## config.mk

```make
export PLATFORM = sky130hd
export DESIGN_NAME = touch_burst_filter_calibrate_unit
export DESIGN_NICKNAME = d
export VERILOG_FILES = /design/src/rtl/core/tbfc_pkg.sv /design/src/rtl/core/tbfc_accum.sv /design/src/rtl/core/tbfc_scale.sv /design/src/rtl/core/touch_burst_filter_calibrate_unit.sv
export VERILOG_INCLUDE_DIRS = /design/src /design/src/rtl/core
export SDC_FILE = /design/constraint.sdc
export NUM_CORES = 1
export LEC_CHECK = 0
export ABC_AREA = 1
export ABC_CLOCK_PERIOD_IN_PS = 7850
export BUFFER_PORTS_ARGS = -buffer_cell sky130_fd_sc_hd__buf_2
export CORE_UTILIZATION = 30
export DETAILED_ROUTE_END_ITERATION = 16
export HOLD_SLACK_MARGIN = 0.02
export PLACE_DENSITY = 0.48
export SLEW_MARGIN = 40
export SYNTH_ARGS = -nofsm -noshare
export SYNTH_HDL_FRONTEND = slang
export SYNTH_HIERARCHICAL = 1
export SYNTH_SLANG_ARGS = --single-unit
```

## constraint.sdc

```tcl
create_clock -name i_clk -period 7.85 [get_ports i_clk]
set_clock_uncertainty 0.2 [all_clocks]
set_input_delay 0.3925 -clock i_clk [delete_from_list [all_inputs] [get_ports i_clk]]
set_output_delay 0.3925 -clock i_clk [all_outputs]
set_load 0.1 [all_outputs]
```

## src/rtl/core/touch_burst_filter_calibrate_unit_defines.svh

```systemverilog
// ----------------------------------------------------------------------------
// Assertion macros for the touch burst filter
// Concurrent assertion wrappers clocked by i_clk and disabled during reset.
// ----------------------------------------------------------------------------
`ifndef TOUCH_BURST_FILTER_CALIBRATE_UNIT_DEFINES_SVH
`define TOUCH_BURST_FILTER_CALIBRATE_UNIT_DEFINES_SVH

`ifndef SYNTHESIS
// The consequent must hold in the same cycle as the antecedent.
`define TBFC_ASSERT_NOW(lbl, ante, cons) \
    lbl: assert property (@(posedge i_clk) disable iff (!i_rst_n) (ante) |-> (cons)) \
        else $error("tbfc assertion failed: same-cycle check");
// The consequent must hold in the cycle after the antecedent.
`define TBFC_ASSERT_NEXT(lbl, ante, cons) \
    lbl: assert property (@(posedge i_clk) disable iff (!i_rst_n) (ante) |=> (cons)) \
        else $error("tbfc assertion failed: next-cycle check");
`else
`define TBFC_ASSERT_NOW(lbl, ante, cons)
`define TBFC_ASSERT_NEXT(lbl, ante, cons)
`endif

`endif

```

## src/rtl/core/tbfc_pkg.sv

```systemverilog
// ----------------------------------------------------------------------------
// tbfc_pkg
// Shared types, widths and codes of the touch burst filter and calibration.
// ----------------------------------------------------------------------------
package tbfc_pkg;

    localparam int W_RAW     = 12;
    localparam int W_SUM     = 16;
    localparam int W_BCNT    = 4;
    localparam int W_KIND    = 2;
    localparam int W_CFG_IDX = 3;
    localparam int BURST_LEN = 10;
    localparam int AVG_SHIFT = 3;

    localparam int SCREEN_WIDTH_DEF  = 240;
    localparam int SCREEN_HEIGHT_DEF = 320;
    localparam int CAL_MAX_X_RST     = 240;
    localparam int CAL_MAX_Y_RST     = 320;

    localparam logic [W_CFG_IDX-1:0] REG_CALIBRATING = 3'd0;
    localparam logic [W_CFG_IDX-1:0] REG_CAL_MIN_X   = 3'd1;
    localparam logic [W_CFG_IDX-1:0] REG_CAL_MAX_X   = 3'd2;
    localparam logic [W_CFG_IDX-1:0] REG_CAL_MIN_Y   = 3'd3;
    localparam logic [W_CFG_IDX-1:0] REG_CAL_MAX_Y   = 3'd4;

    localparam logic [W_KIND-1:0] EV_DOWN   = 2'd0;
    localparam logic [W_KIND-1:0] EV_MOTION = 2'd1;
    localparam logic [W_KIND-1:0] EV_UP     = 2'd2;
    localparam logic [W_KIND-1:0] EV_CAL    = 2'd3;

    localparam logic CMD_SAMPLE  = 1'b0;
    localparam logic CMD_RELEASE = 1'b1;

    typedef logic [W_RAW-1:0] t_raw;

    typedef struct packed {
        logic       command;
        logic [7:0] x_high_byte;
        logic [7:0] x_low_byte;
        logic [7:0] y_high_byte;
        logic [7:0] y_low_byte;
    } t_in_item;

    typedef struct packed {
        logic [W_KIND-1:0] event_kind;
        t_raw              pos_x;
        t_raw              pos_y;
    } t_out_item;

    typedef struct packed {
        logic sample;
        logic clear;
    } t_burst_ctl;

    typedef struct packed {
        logic done;
        t_raw avg_x;
        t_raw avg_y;
    } t_burst_res;

    typedef struct packed {
        logic start;
        t_raw r;
        t_raw lo;
        t_raw hi;
        t_raw size;
    } t_scale_req;

    typedef struct packed {
        logic done;
        t_raw q;
    } t_scale_rsp;

endpackage

```

## src/rtl/core/tbfc_accum.sv

```systemverilog
// ----------------------------------------------------------------------------
// tbfc_accum
// Burst accumulator: running sums and extremes of both axes, trimmed average.
// ----------------------------------------------------------------------------
module tbfc_accum (
    input  logic                i_clk,
    input  logic                i_rst_n,
    input  tbfc_pkg::t_burst_ctl i_ctl,
    input  tbfc_pkg::t_raw      i_rx,
    input  tbfc_pkg::t_raw      i_ry,
    output tbfc_pkg::t_burst_res o_res
);

    localparam logic [tbfc_pkg::W_BCNT-1:0] CNT_LAST =
        tbfc_pkg::W_BCNT'(tbfc_pkg::BURST_LEN - 1);

    logic [tbfc_pkg::W_BCNT-1:0] r_count;
    logic [tbfc_pkg::W_SUM-1:0]  r_sum_x, r_sum_y;
    tbfc_pkg::t_raw              r_peak_x, r_floor_x, r_peak_y, r_floor_y;

    logic [tbfc_pkg::W_SUM-1:0]  n_sum_x, n_sum_y;
    tbfc_pkg::t_raw              n_peak_x, n_floor_x, n_peak_y, n_floor_y;
    logic [tbfc_pkg::W_SUM-1:0]  trim_x, trim_y;
    logic                        last;

    always_comb begin
        n_sum_x   = r_sum_x + tbfc_pkg::W_SUM'(i_rx);
        n_sum_y   = r_sum_y + tbfc_pkg::W_SUM'(i_ry);
        n_peak_x  = (i_rx > r_peak_x)  ? i_rx : r_peak_x;
        n_floor_x = (i_rx < r_floor_x) ? i_rx : r_floor_x;
        n_peak_y  = (i_ry > r_peak_y)  ? i_ry : r_peak_y;
        n_floor_y = (i_ry < r_floor_y) ? i_ry : r_floor_y;
        // The burst always contains its own extremes, so the trimmed sum never wraps.
        trim_x = n_sum_x - tbfc_pkg::W_SUM'(n_peak_x) - tbfc_pkg::W_SUM'(n_floor_x);
        trim_y = n_sum_y - tbfc_pkg::W_SUM'(n_peak_y) - tbfc_pkg::W_SUM'(n_floor_y);
        last   = (r_count == CNT_LAST);
    end

    assign o_res.done  = i_ctl.sample && last;
    assign o_res.avg_x = trim_x[tbfc_pkg::AVG_SHIFT +: tbfc_pkg::W_RAW];
    assign o_res.avg_y = trim_y[tbfc_pkg::AVG_SHIFT +: tbfc_pkg::W_RAW];

    always_ff @(posedge i_clk) begin
        if (!i_rst_n || i_ctl.clear || (i_ctl.sample && last)) begin
            r_count   <= '0;
            r_sum_x   <= '0;
            r_sum_y   <= '0;
            r_peak_x  <= '0;
            r_peak_y  <= '0;
            r_floor_x <= '1;
            r_floor_y <= '1;
        end else if (i_ctl.sample) begin
            r_count   <= r_count + 1'b1;
            r_sum_x   <= n_sum_x;
            r_sum_y   <= n_sum_y;
            r_peak_x  <= n_peak_x;
            r_peak_y  <= n_peak_y;
            r_floor_x <= n_floor_x;
            r_floor_y <= n_floor_y;
        end
    end

endmodule

```

## src/rtl/core/tbfc_scale.sv

```systemverilog
// ----------------------------------------------------------------------------
// tbfc_scale
// Bit-serial linear scaler: shift-add multiply, then restoring divide.
// ----------------------------------------------------------------------------
module tbfc_scale (
    input  logic                 i_clk,
    input  logic                 i_rst_n,
    input  tbfc_pkg::t_scale_req i_req,
    output tbfc_pkg::t_scale_rsp o_rsp
);

    localparam int W       = tbfc_pkg::W_RAW;
    localparam int W_CNT   = $clog2(W);
    localparam logic [W_CNT-1:0] CNT_LAST = W_CNT'(W - 1);

    localparam logic [1:0] PH_IDLE = 2'd0;
    localparam logic [1:0] PH_MUL  = 2'd1;
    localparam logic [1:0] PH_DIV  = 2'd2;

    logic [1:0]       r_phase;
    logic [W_CNT-1:0] r_cnt;
    logic [W-1:0]     r_d, r_span, r_size_sr;
    logic [2*W-1:0]   r_acc;
    logic             r_done;
    logic [W-1:0]     r_res;

    logic [W-1:0]     s_d, s_span;
    logic             s_zero, s_clamp;
    logic [2*W-1:0]   mul_acc, div_acc;
    logic [W:0]       div_t, div_diff;
    logic             div_ge;
    logic [W-1:0]     div_rem;

    // Operand setup: either limit order, equal limits give zero.
    always_comb begin
        s_d    = '0;
        s_span = '0;
        s_zero = 1'b1;
        if (i_req.hi > i_req.lo) begin
            s_zero = (i_req.r <= i_req.lo);
            s_d    = i_req.r - i_req.lo;
            s_span = i_req.hi - i_req.lo;
        end else if (i_req.lo > i_req.hi) begin
            s_zero = (i_req.lo <= i_req.r);
            s_d    = i_req.lo - i_req.r;
            s_span = i_req.lo - i_req.hi;
        end
        // A distance of at least the span scales to at least the size.
        s_clamp = (s_d >= s_span);
    end

    always_comb begin
        mul_acc  = {r_acc[2*W-2:0], 1'b0} + (r_size_sr[W-1] ? {{W{1'b0}}, r_d} : '0);
        // The quotient stays below the size, so the upper half starts below the span.
        div_t    = {r_acc[2*W-1:W], r_acc[W-1]};
        div_diff = div_t - {1'b0, r_span};
        div_ge   = (div_t >= {1'b0, r_span});
        div_rem  = div_ge ? div_diff[W-1:0] : div_t[W-1:0];
        div_acc  = {div_rem, r_acc[W-2:0], div_ge};
    end

    always_ff @(posedge i_clk) begin
        if (!i_rst_n) begin
            r_phase <= PH_IDLE;
            r_cnt   <= '0;
            r_done  <= 1'b0;
        end else begin
            r_done <= 1'b0;
            unique case (r_phase)
                PH_IDLE: begin
                    if (i_req.start) begin
                        if (s_zero) begin
                            r_res  <= '0;
                            r_done <= 1'b1;
                        end else if (s_clamp) begin
                            r_res  <= i_req.size;
                            r_done <= 1'b1;
                        end else begin
                            r_d       <= s_d;
                            r_span    <= s_span;
                            r_size_sr <= i_req.size;
                            r_acc     <= '0;
                            r_cnt     <= '0;
                            r_phase   <= PH_MUL;
                        end
                    end
                end
                PH_MUL: begin
                    r_acc     <= mul_acc;
                    r_size_sr <= {r_size_sr[W-2:0], 1'b0};
                    r_cnt     <= r_cnt + 1'b1;
                    if (r_cnt == CNT_LAST) begin
                        r_cnt   <= '0;
                        r_phase <= PH_DIV;
                    end
                end
                PH_DIV: begin
                    r_acc <= div_acc;
                    r_cnt <= r_cnt + 1'b1;
                    if (r_cnt == CNT_LAST) begin
                        r_cnt   <= '0;
                        r_res   <= div_acc[W-1:0];
                        r_done  <= 1'b1;
                        r_phase <= PH_IDLE;
                    end
                end
                default: begin
                    r_phase <= PH_IDLE;
                end
            endcase
        end
    end

    assign o_rsp.done = r_done;
    assign o_rsp.q    = r_res;

endmodule

```

## src/rtl/core/touch_burst_filter_calibrate_unit.sv

```systemverilog
// ----------------------------------------------------------------------------
// touch_burst_filter_calibrate_unit
// Touch panel burst filter with trimmed mean and linear calibration.
// ----------------------------------------------------------------------------
// A raw sample that does not complete a burst of ten and a pen-release item are each
// taken whenever the sequencer is idle and the output register is free; a release puts
// its event in the output register at once. The tenth sample of a burst outside
// calibration mode keeps the input stalled while both axes go one after the other
// through a single bit-serial scaler, each through a start state, shift-add multiply,
// restoring divide and a wait state that collects the answer; an emit state then loads
// the event. An axis whose reading lies at or beyond a limit skips multiply and divide.
// While calibrating, a completed burst only updates the stored position.
// Configuration writes take effect at the next edge and are meant for idle time.
`include "touch_burst_filter_calibrate_unit_defines.svh"

module touch_burst_filter_calibrate_unit #(
    parameter int SCREEN_WIDTH  = tbfc_pkg::SCREEN_WIDTH_DEF,
    parameter int SCREEN_HEIGHT = tbfc_pkg::SCREEN_HEIGHT_DEF
) (
    input  logic                            i_clk,
    input  logic                            i_rst_n,
    input  logic                            i_in_valid,
    output logic                            o_in_stall,
    input  tbfc_pkg::t_in_item              i_in_data,
    output logic                            o_out_valid,
    input  logic                            i_out_stall,
    output tbfc_pkg::t_out_item             o_out_data,
    input  logic                            i_cfg_we,
    input  logic [tbfc_pkg::W_CFG_IDX-1:0]  i_cfg_index,
    input  logic [tbfc_pkg::W_RAW-1:0]      i_cfg_wdata
);

    localparam logic [2:0] ST_IDLE = 3'd0;
    localparam logic [2:0] ST_SX   = 3'd1;
    localparam logic [2:0] ST_WX   = 3'd2;
    localparam logic [2:0] ST_SY   = 3'd3;
    localparam logic [2:0] ST_WY   = 3'd4;
    localparam logic [2:0] ST_EMIT = 3'd5;

    localparam tbfc_pkg::t_raw SIZE_X = tbfc_pkg::W_RAW'(SCREEN_WIDTH);
    localparam tbfc_pkg::t_raw SIZE_Y = tbfc_pkg::W_RAW'(SCREEN_HEIGHT);

    logic [2:0]          r_state;
    logic                r_calibrating;
    tbfc_pkg::t_raw      r_cal_min_x, r_cal_max_x, r_cal_min_y, r_cal_max_y;
    tbfc_pkg::t_raw      r_last_x, r_last_y, r_avg_x, r_avg_y;
    logic                r_pen_down, r_first;
    logic                r_out_valid;
    tbfc_pkg::t_out_item r_out;

    logic                 out_free, in_accept, is_release, is_sample;
    tbfc_pkg::t_raw       rx, ry;
    tbfc_pkg::t_burst_ctl burst_ctl;
    tbfc_pkg::t_burst_res burst_res;
    tbfc_pkg::t_scale_req scale_req;
    tbfc_pkg::t_scale_rsp scale_rsp;
    logic                 sel_y;

    assign out_free   = !r_out_valid || !i_out_stall;
    assign o_in_stall = !((r_state == ST_IDLE) && out_free);
    assign in_accept  = i_in_valid && !o_in_stall;
    assign is_release = in_accept && (i_in_data.command == tbfc_pkg::CMD_RELEASE);
    assign is_sample  = in_accept && (i_in_data.command == tbfc_pkg::CMD_SAMPLE);

    assign rx = {i_in_data.x_high_byte, i_in_data.x_low_byte[7:4]};
    assign ry = {i_in_data.y_high_byte, i_in_data.y_low_byte[7:4]};

    assign burst_ctl.sample = is_sample;
    assign burst_ctl.clear  = is_release;

    tbfc_accum u_accum (
        .i_clk   (i_clk),
        .i_rst_n (i_rst_n),
        .i_ctl   (burst_ctl),
        .i_rx    (rx),
        .i_ry    (ry),
        .o_res   (burst_res)
    );

    // The scaler latches its operands on the start cycle only.
    assign sel_y           = (r_state == ST_SY);
    assign scale_req.start = (r_state == ST_SX) || (r_state == ST_SY);
    assign scale_req.r     = sel_y ? r_avg_y     : r_avg_x;
    assign scale_req.lo    = sel_y ? r_cal_min_y : r_cal_min_x;
    assign scale_req.hi    = sel_y ? r_cal_max_y : r_cal_max_x;
    assign scale_req.size  = sel_y ? SIZE_Y      : SIZE_X;

    tbfc_scale u_scale (
        .i_clk   (i_clk),
        .i_rst_n (i_rst_n),
        .i_req   (scale_req),
        .o_rsp   (scale_rsp)
    );

    always_ff @(posedge i_clk) begin
        if (!i_rst_n) begin
            r_calibrating <= 1'b0;
            r_cal_min_x   <= '0;
            r_cal_max_x   <= tbfc_pkg::W_RAW'(tbfc_pkg::CAL_MAX_X_RST);
            r_cal_min_y   <= '0;
            r_cal_max_y   <= tbfc_pkg::W_RAW'(tbfc_pkg::CAL_MAX_Y_RST);
        end else if (i_cfg_we) begin
            unique case (i_cfg_index)
                tbfc_pkg::REG_CALIBRATING: r_calibrating <= i_cfg_wdata[0];
                tbfc_pkg::REG_CAL_MIN_X:   r_cal_min_x   <= i_cfg_wdata;
                tbfc_pkg::REG_CAL_MAX_X:   r_cal_max_x   <= i_cfg_wdata;
                tbfc_pkg::REG_CAL_MIN_Y:   r_cal_min_y   <= i_cfg_wdata;
                tbfc_pkg::REG_CAL_MAX_Y:   r_cal_max_y   <= i_cfg_wdata;
                default: ;
            endcase
        end
    end

    always_ff @(posedge i_clk) begin
        if (!i_rst_n) begin
            r_state     <= ST_IDLE;
            r_pen_down  <= 1'b0;
            r_last_x    <= '0;
            r_last_y    <= '0;
            r_out_valid <= 1'b0;
        end else begin
            if (r_out_valid && !i_out_stall) begin
                r_out_valid <= 1'b0;
            end
            unique case (r_state)
                ST_IDLE: begin
                    if (is_release) begin
                        r_pen_down       <= 1'b0;
                        r_out.event_kind <= r_calibrating ? tbfc_pkg::EV_CAL
                                                          : tbfc_pkg::EV_UP;
                        r_out.pos_x      <= r_last_x;
                        r_out.pos_y      <= r_last_y;
                        r_out_valid      <= 1'b1;
                    end else if (burst_res.done) begin
                        if (r_calibrating) begin
                            r_last_x   <= burst_res.avg_x;
                            r_last_y   <= burst_res.avg_y;
                            r_pen_down <= 1'b1;
                        end else begin
                            r_avg_x <= burst_res.avg_x;
                            r_avg_y <= burst_res.avg_y;
                            r_first <= !r_pen_down;
                            r_state <= ST_SX;
                        end
                    end
                end
                ST_SX: r_state <= ST_WX;
                ST_WX: begin
                    if (scale_rsp.done) begin
                        r_last_x <= scale_rsp.q;
                        r_state  <= ST_SY;
                    end
                end
                ST_SY: r_state <= ST_WY;
                ST_WY: begin
                    if (scale_rsp.done) begin
                        r_last_y <= scale_rsp.q;
                        r_state  <= ST_EMIT;
                    end
                end
                ST_EMIT: begin
                    if (out_free) begin
                        r_pen_down       <= 1'b1;
                        r_out.event_kind <= r_first ? tbfc_pkg::EV_DOWN
                                                    : tbfc_pkg::EV_MOTION;
                        r_out.pos_x      <= r_last_x;
                        r_out.pos_y      <= r_last_y;
                        r_out_valid      <= 1'b1;
                        r_state          <= ST_IDLE;
                    end
                end
                default: r_state <= ST_IDLE;
            endcase
        end
    end

    assign o_out_valid = r_out_valid;
    assign o_out_data  = r_out;

    // The scaler answers only while the sequencer waits for it.
    `TBFC_ASSERT_NOW(a_scale_done_in_wait, scale_rsp.done, (r_state == ST_WX) || (r_state == ST_WY))
    // The output slot is always empty when a burst result is ready to go out.
    `TBFC_ASSERT_NOW(a_emit_slot_free, r_state == ST_EMIT, !r_out_valid)
    // A release transfer always yields an event on the next cycle.
    `TBFC_ASSERT_NEXT(a_release_emits, is_release, r_out_valid)
    // No scaling starts unless a burst has just completed outside calibration.
    `TBFC_ASSERT_NEXT(a_scale_after_burst, (r_state == ST_IDLE) && !burst_res.done, r_state == ST_IDLE)

endmodule

```

==> run_results.csv <==
group,metric,value,unit
status,status,"complete, no violations",
setup_path,ff2ff_setup_slack,1.37,ns
power_and_ir_drop,ir_drop,0.357,mV
timing,grt_setup_unrepaired,"no",
setup_path,r2r_end,"u_scale/r_acc[21]$_DFFE_PP_",
synth,synth_top_area_share,16.9,%
timing,period_needed,6.48,ns
setup_path,cp_slowest_stage_delay,0.56,ns
global_route,grt_antenna_before_repair,1,
drt,vias,19184,
timing,tightest_slew,0.851,ns
global_route,grt_overflow,0,
global_route,use_met1,23.2,%
timing,slew_viol_final,0,
clock_network,cts_inserted_buffers,39,
floorplan,die-area,73800,sq um
clock_network,cts_root_buf,"clkbuf_16",
drt,post-route-drc-count,0,
setup_path,startpoint,"r_state[0]$_SDFFE_PN0P_",
clock_network,cts.reportedPaths.clkPinSlew,0.06,ns
floorplan,die_h,272,microns
timing,hold_violations,0,
drt,wl_per_cell,15.1,microns
global_route,grt_max_degree,75,
clock_network,cts_sinks,290,
global_route,grt_pass1_vias,18535,
clock_network,clock_latency,0.58,ns
min_path,hp-class,"in2reg",
clock_network,post_cts.repair.setup_buffers,0,
placed_design,gp_congestion,0.861,
timing,slew_headroom,43.3,%
synth,synth-seq-cells,290,
setup_path,rr_startpoint,"r_state[0]$_SDFFE_PN0P_",
timing,period_share,82.5,%
setup_path,cp-endpoint,"u_scale/r_acc[21]$_DFFE_PP_",
setup_path,crit_path_end_kind,"register",
clock_network,cts_tree,"built",
floorplan,core,71700,sq um
floorplan,floorplan.initialDensity,30.4,%
synth,yosysTopAreaCell,"edfxtp_1",
synth,ys.flop_type,"dfxtp_1",
placed_design,io_buffers,72,
synth,yosys_warnings,6,
drt,vias_per_cell,4.63,
global_route,use_met2,28.7,%
floorplan,rows,98,
setup_path,arrival,6.50,ns
setup_path,critPathRequiredTime,7.87,ns
global_route,grtUsageTotal,17.1,%
finish,drive_gt1_share,7.43,%
setup_path,slowest_stage,"inv_2",
finish,nets,3430,
floorplan,die_w,272,microns
synth,synth.area.top_cells,"edfxtp_1 17%, dfxtp_1 15%, nand2_1 14%",
synth,synth_edf_count,123,
finish,register_area,7040,sq um
drt,dr.pass1.iters,5,
synth,async_flop_share,0,%
power_and_ir_drop,p_leak,0.0119,uW
global_route,grt_busiest_layer,"met2",
timing,tns,0,ns
synth,syn_avg_cell_area,7.04,sq um
setup_path,crit_type,"reg2reg",
finish,n_fill_cell,7847,
drt,first_iter_violations,1087,
drt,wl,62.5,mm
clock_network,htree_levels,2,
setup_path,r2r_cells,28,
job,cap_violations,0,
synth,synthesis.instances,3097,
synth,synth_cell_type_count,55,
synth,synth_seq_area_share,32.3,%
timing,clock.fmax,154,MHz
placed_design,dpl.hpwl,47.6,mm
drt,drtAntennaViolNets,0,
setup_path,critPathLaunchType,"register",
synth,syn_area,21800,sq um
clock_network,clockBufferDepth,3,
setup_path,cpMostUsedCell,"nand2_1",
timing,setup_viol,0,
global_route,use_met3,2.18,%
finish,syn2layout_area_growth,12.6,%
floorplan,num_io_pins,81,
power_and_ir_drop,finalPower,8360,uW
finish,diodes,0,
finish,multiInputGateArea,12600,sq um
global_route,grt_pass1_wl,101,mm
setup_path,worstPathMaxFanout,28,
power_and_ir_drop,power.density,341,nW/um^2
cells in the final DEF, fill, tap and decap left out, types with 6 or more instances in the layout:
cell,n
dlygate4sd3_1,19
buf_2,72
a21o_1,15
buf_4,20
o21ai_1,9
fa_1,28
o21ai_0,156
ha_1,188
nor2_2,6
o211ai_1,6
nor3_1,10
nand3b_1,17
nor2_1,272
clkbuf_16,42
nand4_1,23
inv_2,8
clkinv_2,8
nand3_1,260
nand2_1,809
and2_1,29
xnor2_1,20
nand3_2,6
o21bai_1,9
o21a_1,9
inv_1,441
conb_1,16
a21oi_1,241
nand2_2,37
edfxtp_1,123
dfxtp_1,167
o22ai_1,10
xor2_1,50
synthesized netlist by cell type, drive strengths merged, types with 2 or more instances:
library cell,instances
a211oi,4
a21boi,3
a21o,15
a21oi,243
a31oi,2
and2,30
buf,55
clkbuf,49
conb,2
dfxtp,167
edfxtp,123
fa,28
ha,188
inv,449
nand2,849
nand3,268
nand3b,18
nand4,23
nor2,283
nor3,10
nor4,6
o2111ai,3
o211ai,6
o21a,9
o21ai,165
o21bai,9
o22ai,10
or2,5
xnor2,20
xor2,50
through the flow:
stage / hold slack (ns) / cell area, sq um / setup WS [ns] / cells / util, %
final: 0.0557 / 24600 / 1.37 / 4141 / 34.2
after global routing: 0.0753 / 24600 / 0.766 / 4141 / 34.2
after CTS: 0.0203 / 24600 / 1.32 / 4141 / 34.2
after detailed placement: 0.221 / 23000 / 1.37 / 4051 / 32.1
after global placement: 0.217 / 23000 / 1.40 / 4050 / 32.1
after floorplan: 0.209 / 21900 / 2.16 / 3111 / -
where the power goes:
| part | switching (uW) | internal (uW) |
|---|---|---|
| logic | 3010 | 1410 |
| registers | 128 | 1950 |
| clock network | 746 | 1110 |
| total | 3890 | 4470 |
layout make-up:
| class | instances | share of cell area [%] |
|---|---|---|
| Sequential cell | 290 | 28.7 |
| Clock buffer | 47 | 4.36 |
| Clock inverter | 24 | 1.08 |
| Timing Repair Buffer | 113 | 3.01 |
| Multi-Input combinational cell | 2268 | 51.2 |
| Tap cell | 950 | 4.84 |
| Inverter | 449 | 6.86 |
worst min path at each step:
stage	slack, ns	endpoint	from	depth (start not counted)
after CTS	0.02	u_accum/r_floor_x[2]$_SDFFE_PP1P_	i_in_data[22]	5
after global placement	0.22	o_out_data[8]$_DFFE_PP_	r_last_y[8]$_SDFFE_PN0P_	0
after global routing	0.08	u_accum/r_peak_x[7]$_SDFFE_PP0P_	i_in_data[27]	5
after detailed placement	0.22	o_out_data[16]$_DFFE_PP_	r_last_x[4]$_SDFFE_PN0P_	0
after floorplan	0.21	o_out_data[0]$_DFFE_PP_	r_last_y[0]$_SDFFE_PN0P_	0
final	0.06	u_accum/r_floor_x[2]$_SDFFE_PP1P_	i_in_data[22]	5
registers in the layout, summed over array words and instances, names as in the netlist, 15 cells and up:
register / count
u_scale/r_acc: 24
u_accum/r_sum_y: 15
o_out_data: 26
u_accum/r_sum_x: 15
metal layers:
metal  share of wire (%)  vias to the layer above
li1                    -                    10110
met1                  49                     8761
met2                  46                      240
met4                 1.8                        0
met5                   0                        -
met3                 3.2                       73
worst max-delay path: cells and delay by family, from the launching register on:
| family | cells | cell delay (ns) |
|---|---|---|
| flip-flops | 1 | 0.39 |
| buffers and inverters | 7 | 1.44 |
| adder cells (fa/ha/maj) | 2 | 0.78 |
| AND/OR/NAND/NOR | 17 | 2.41 |
| AO/OA/AOI/OAI | 2 | 0.82 |
timing repair:
action	in CTS	in global routing
resized for setup	0	0
endpoints found under the hold margin	53	0
hold buffers	19	0
cells by family (layout without fill, tap and decap cells):
kind of cell,Yosys count,in the layout,share of synthesized area (%)
and+or+nand+nor,1493,1493,29.5
buffers and inverters,553,633,10.5
AOI/OAI and AO/OA,473,473,11.6
DFF,290,290,32.3
adders and majority gates,216,216,13.4
xor gates and xnor gates,70,70,2.81
other,2,16,0.0344
No activity file was read; power rests on OpenSTA's default activity.
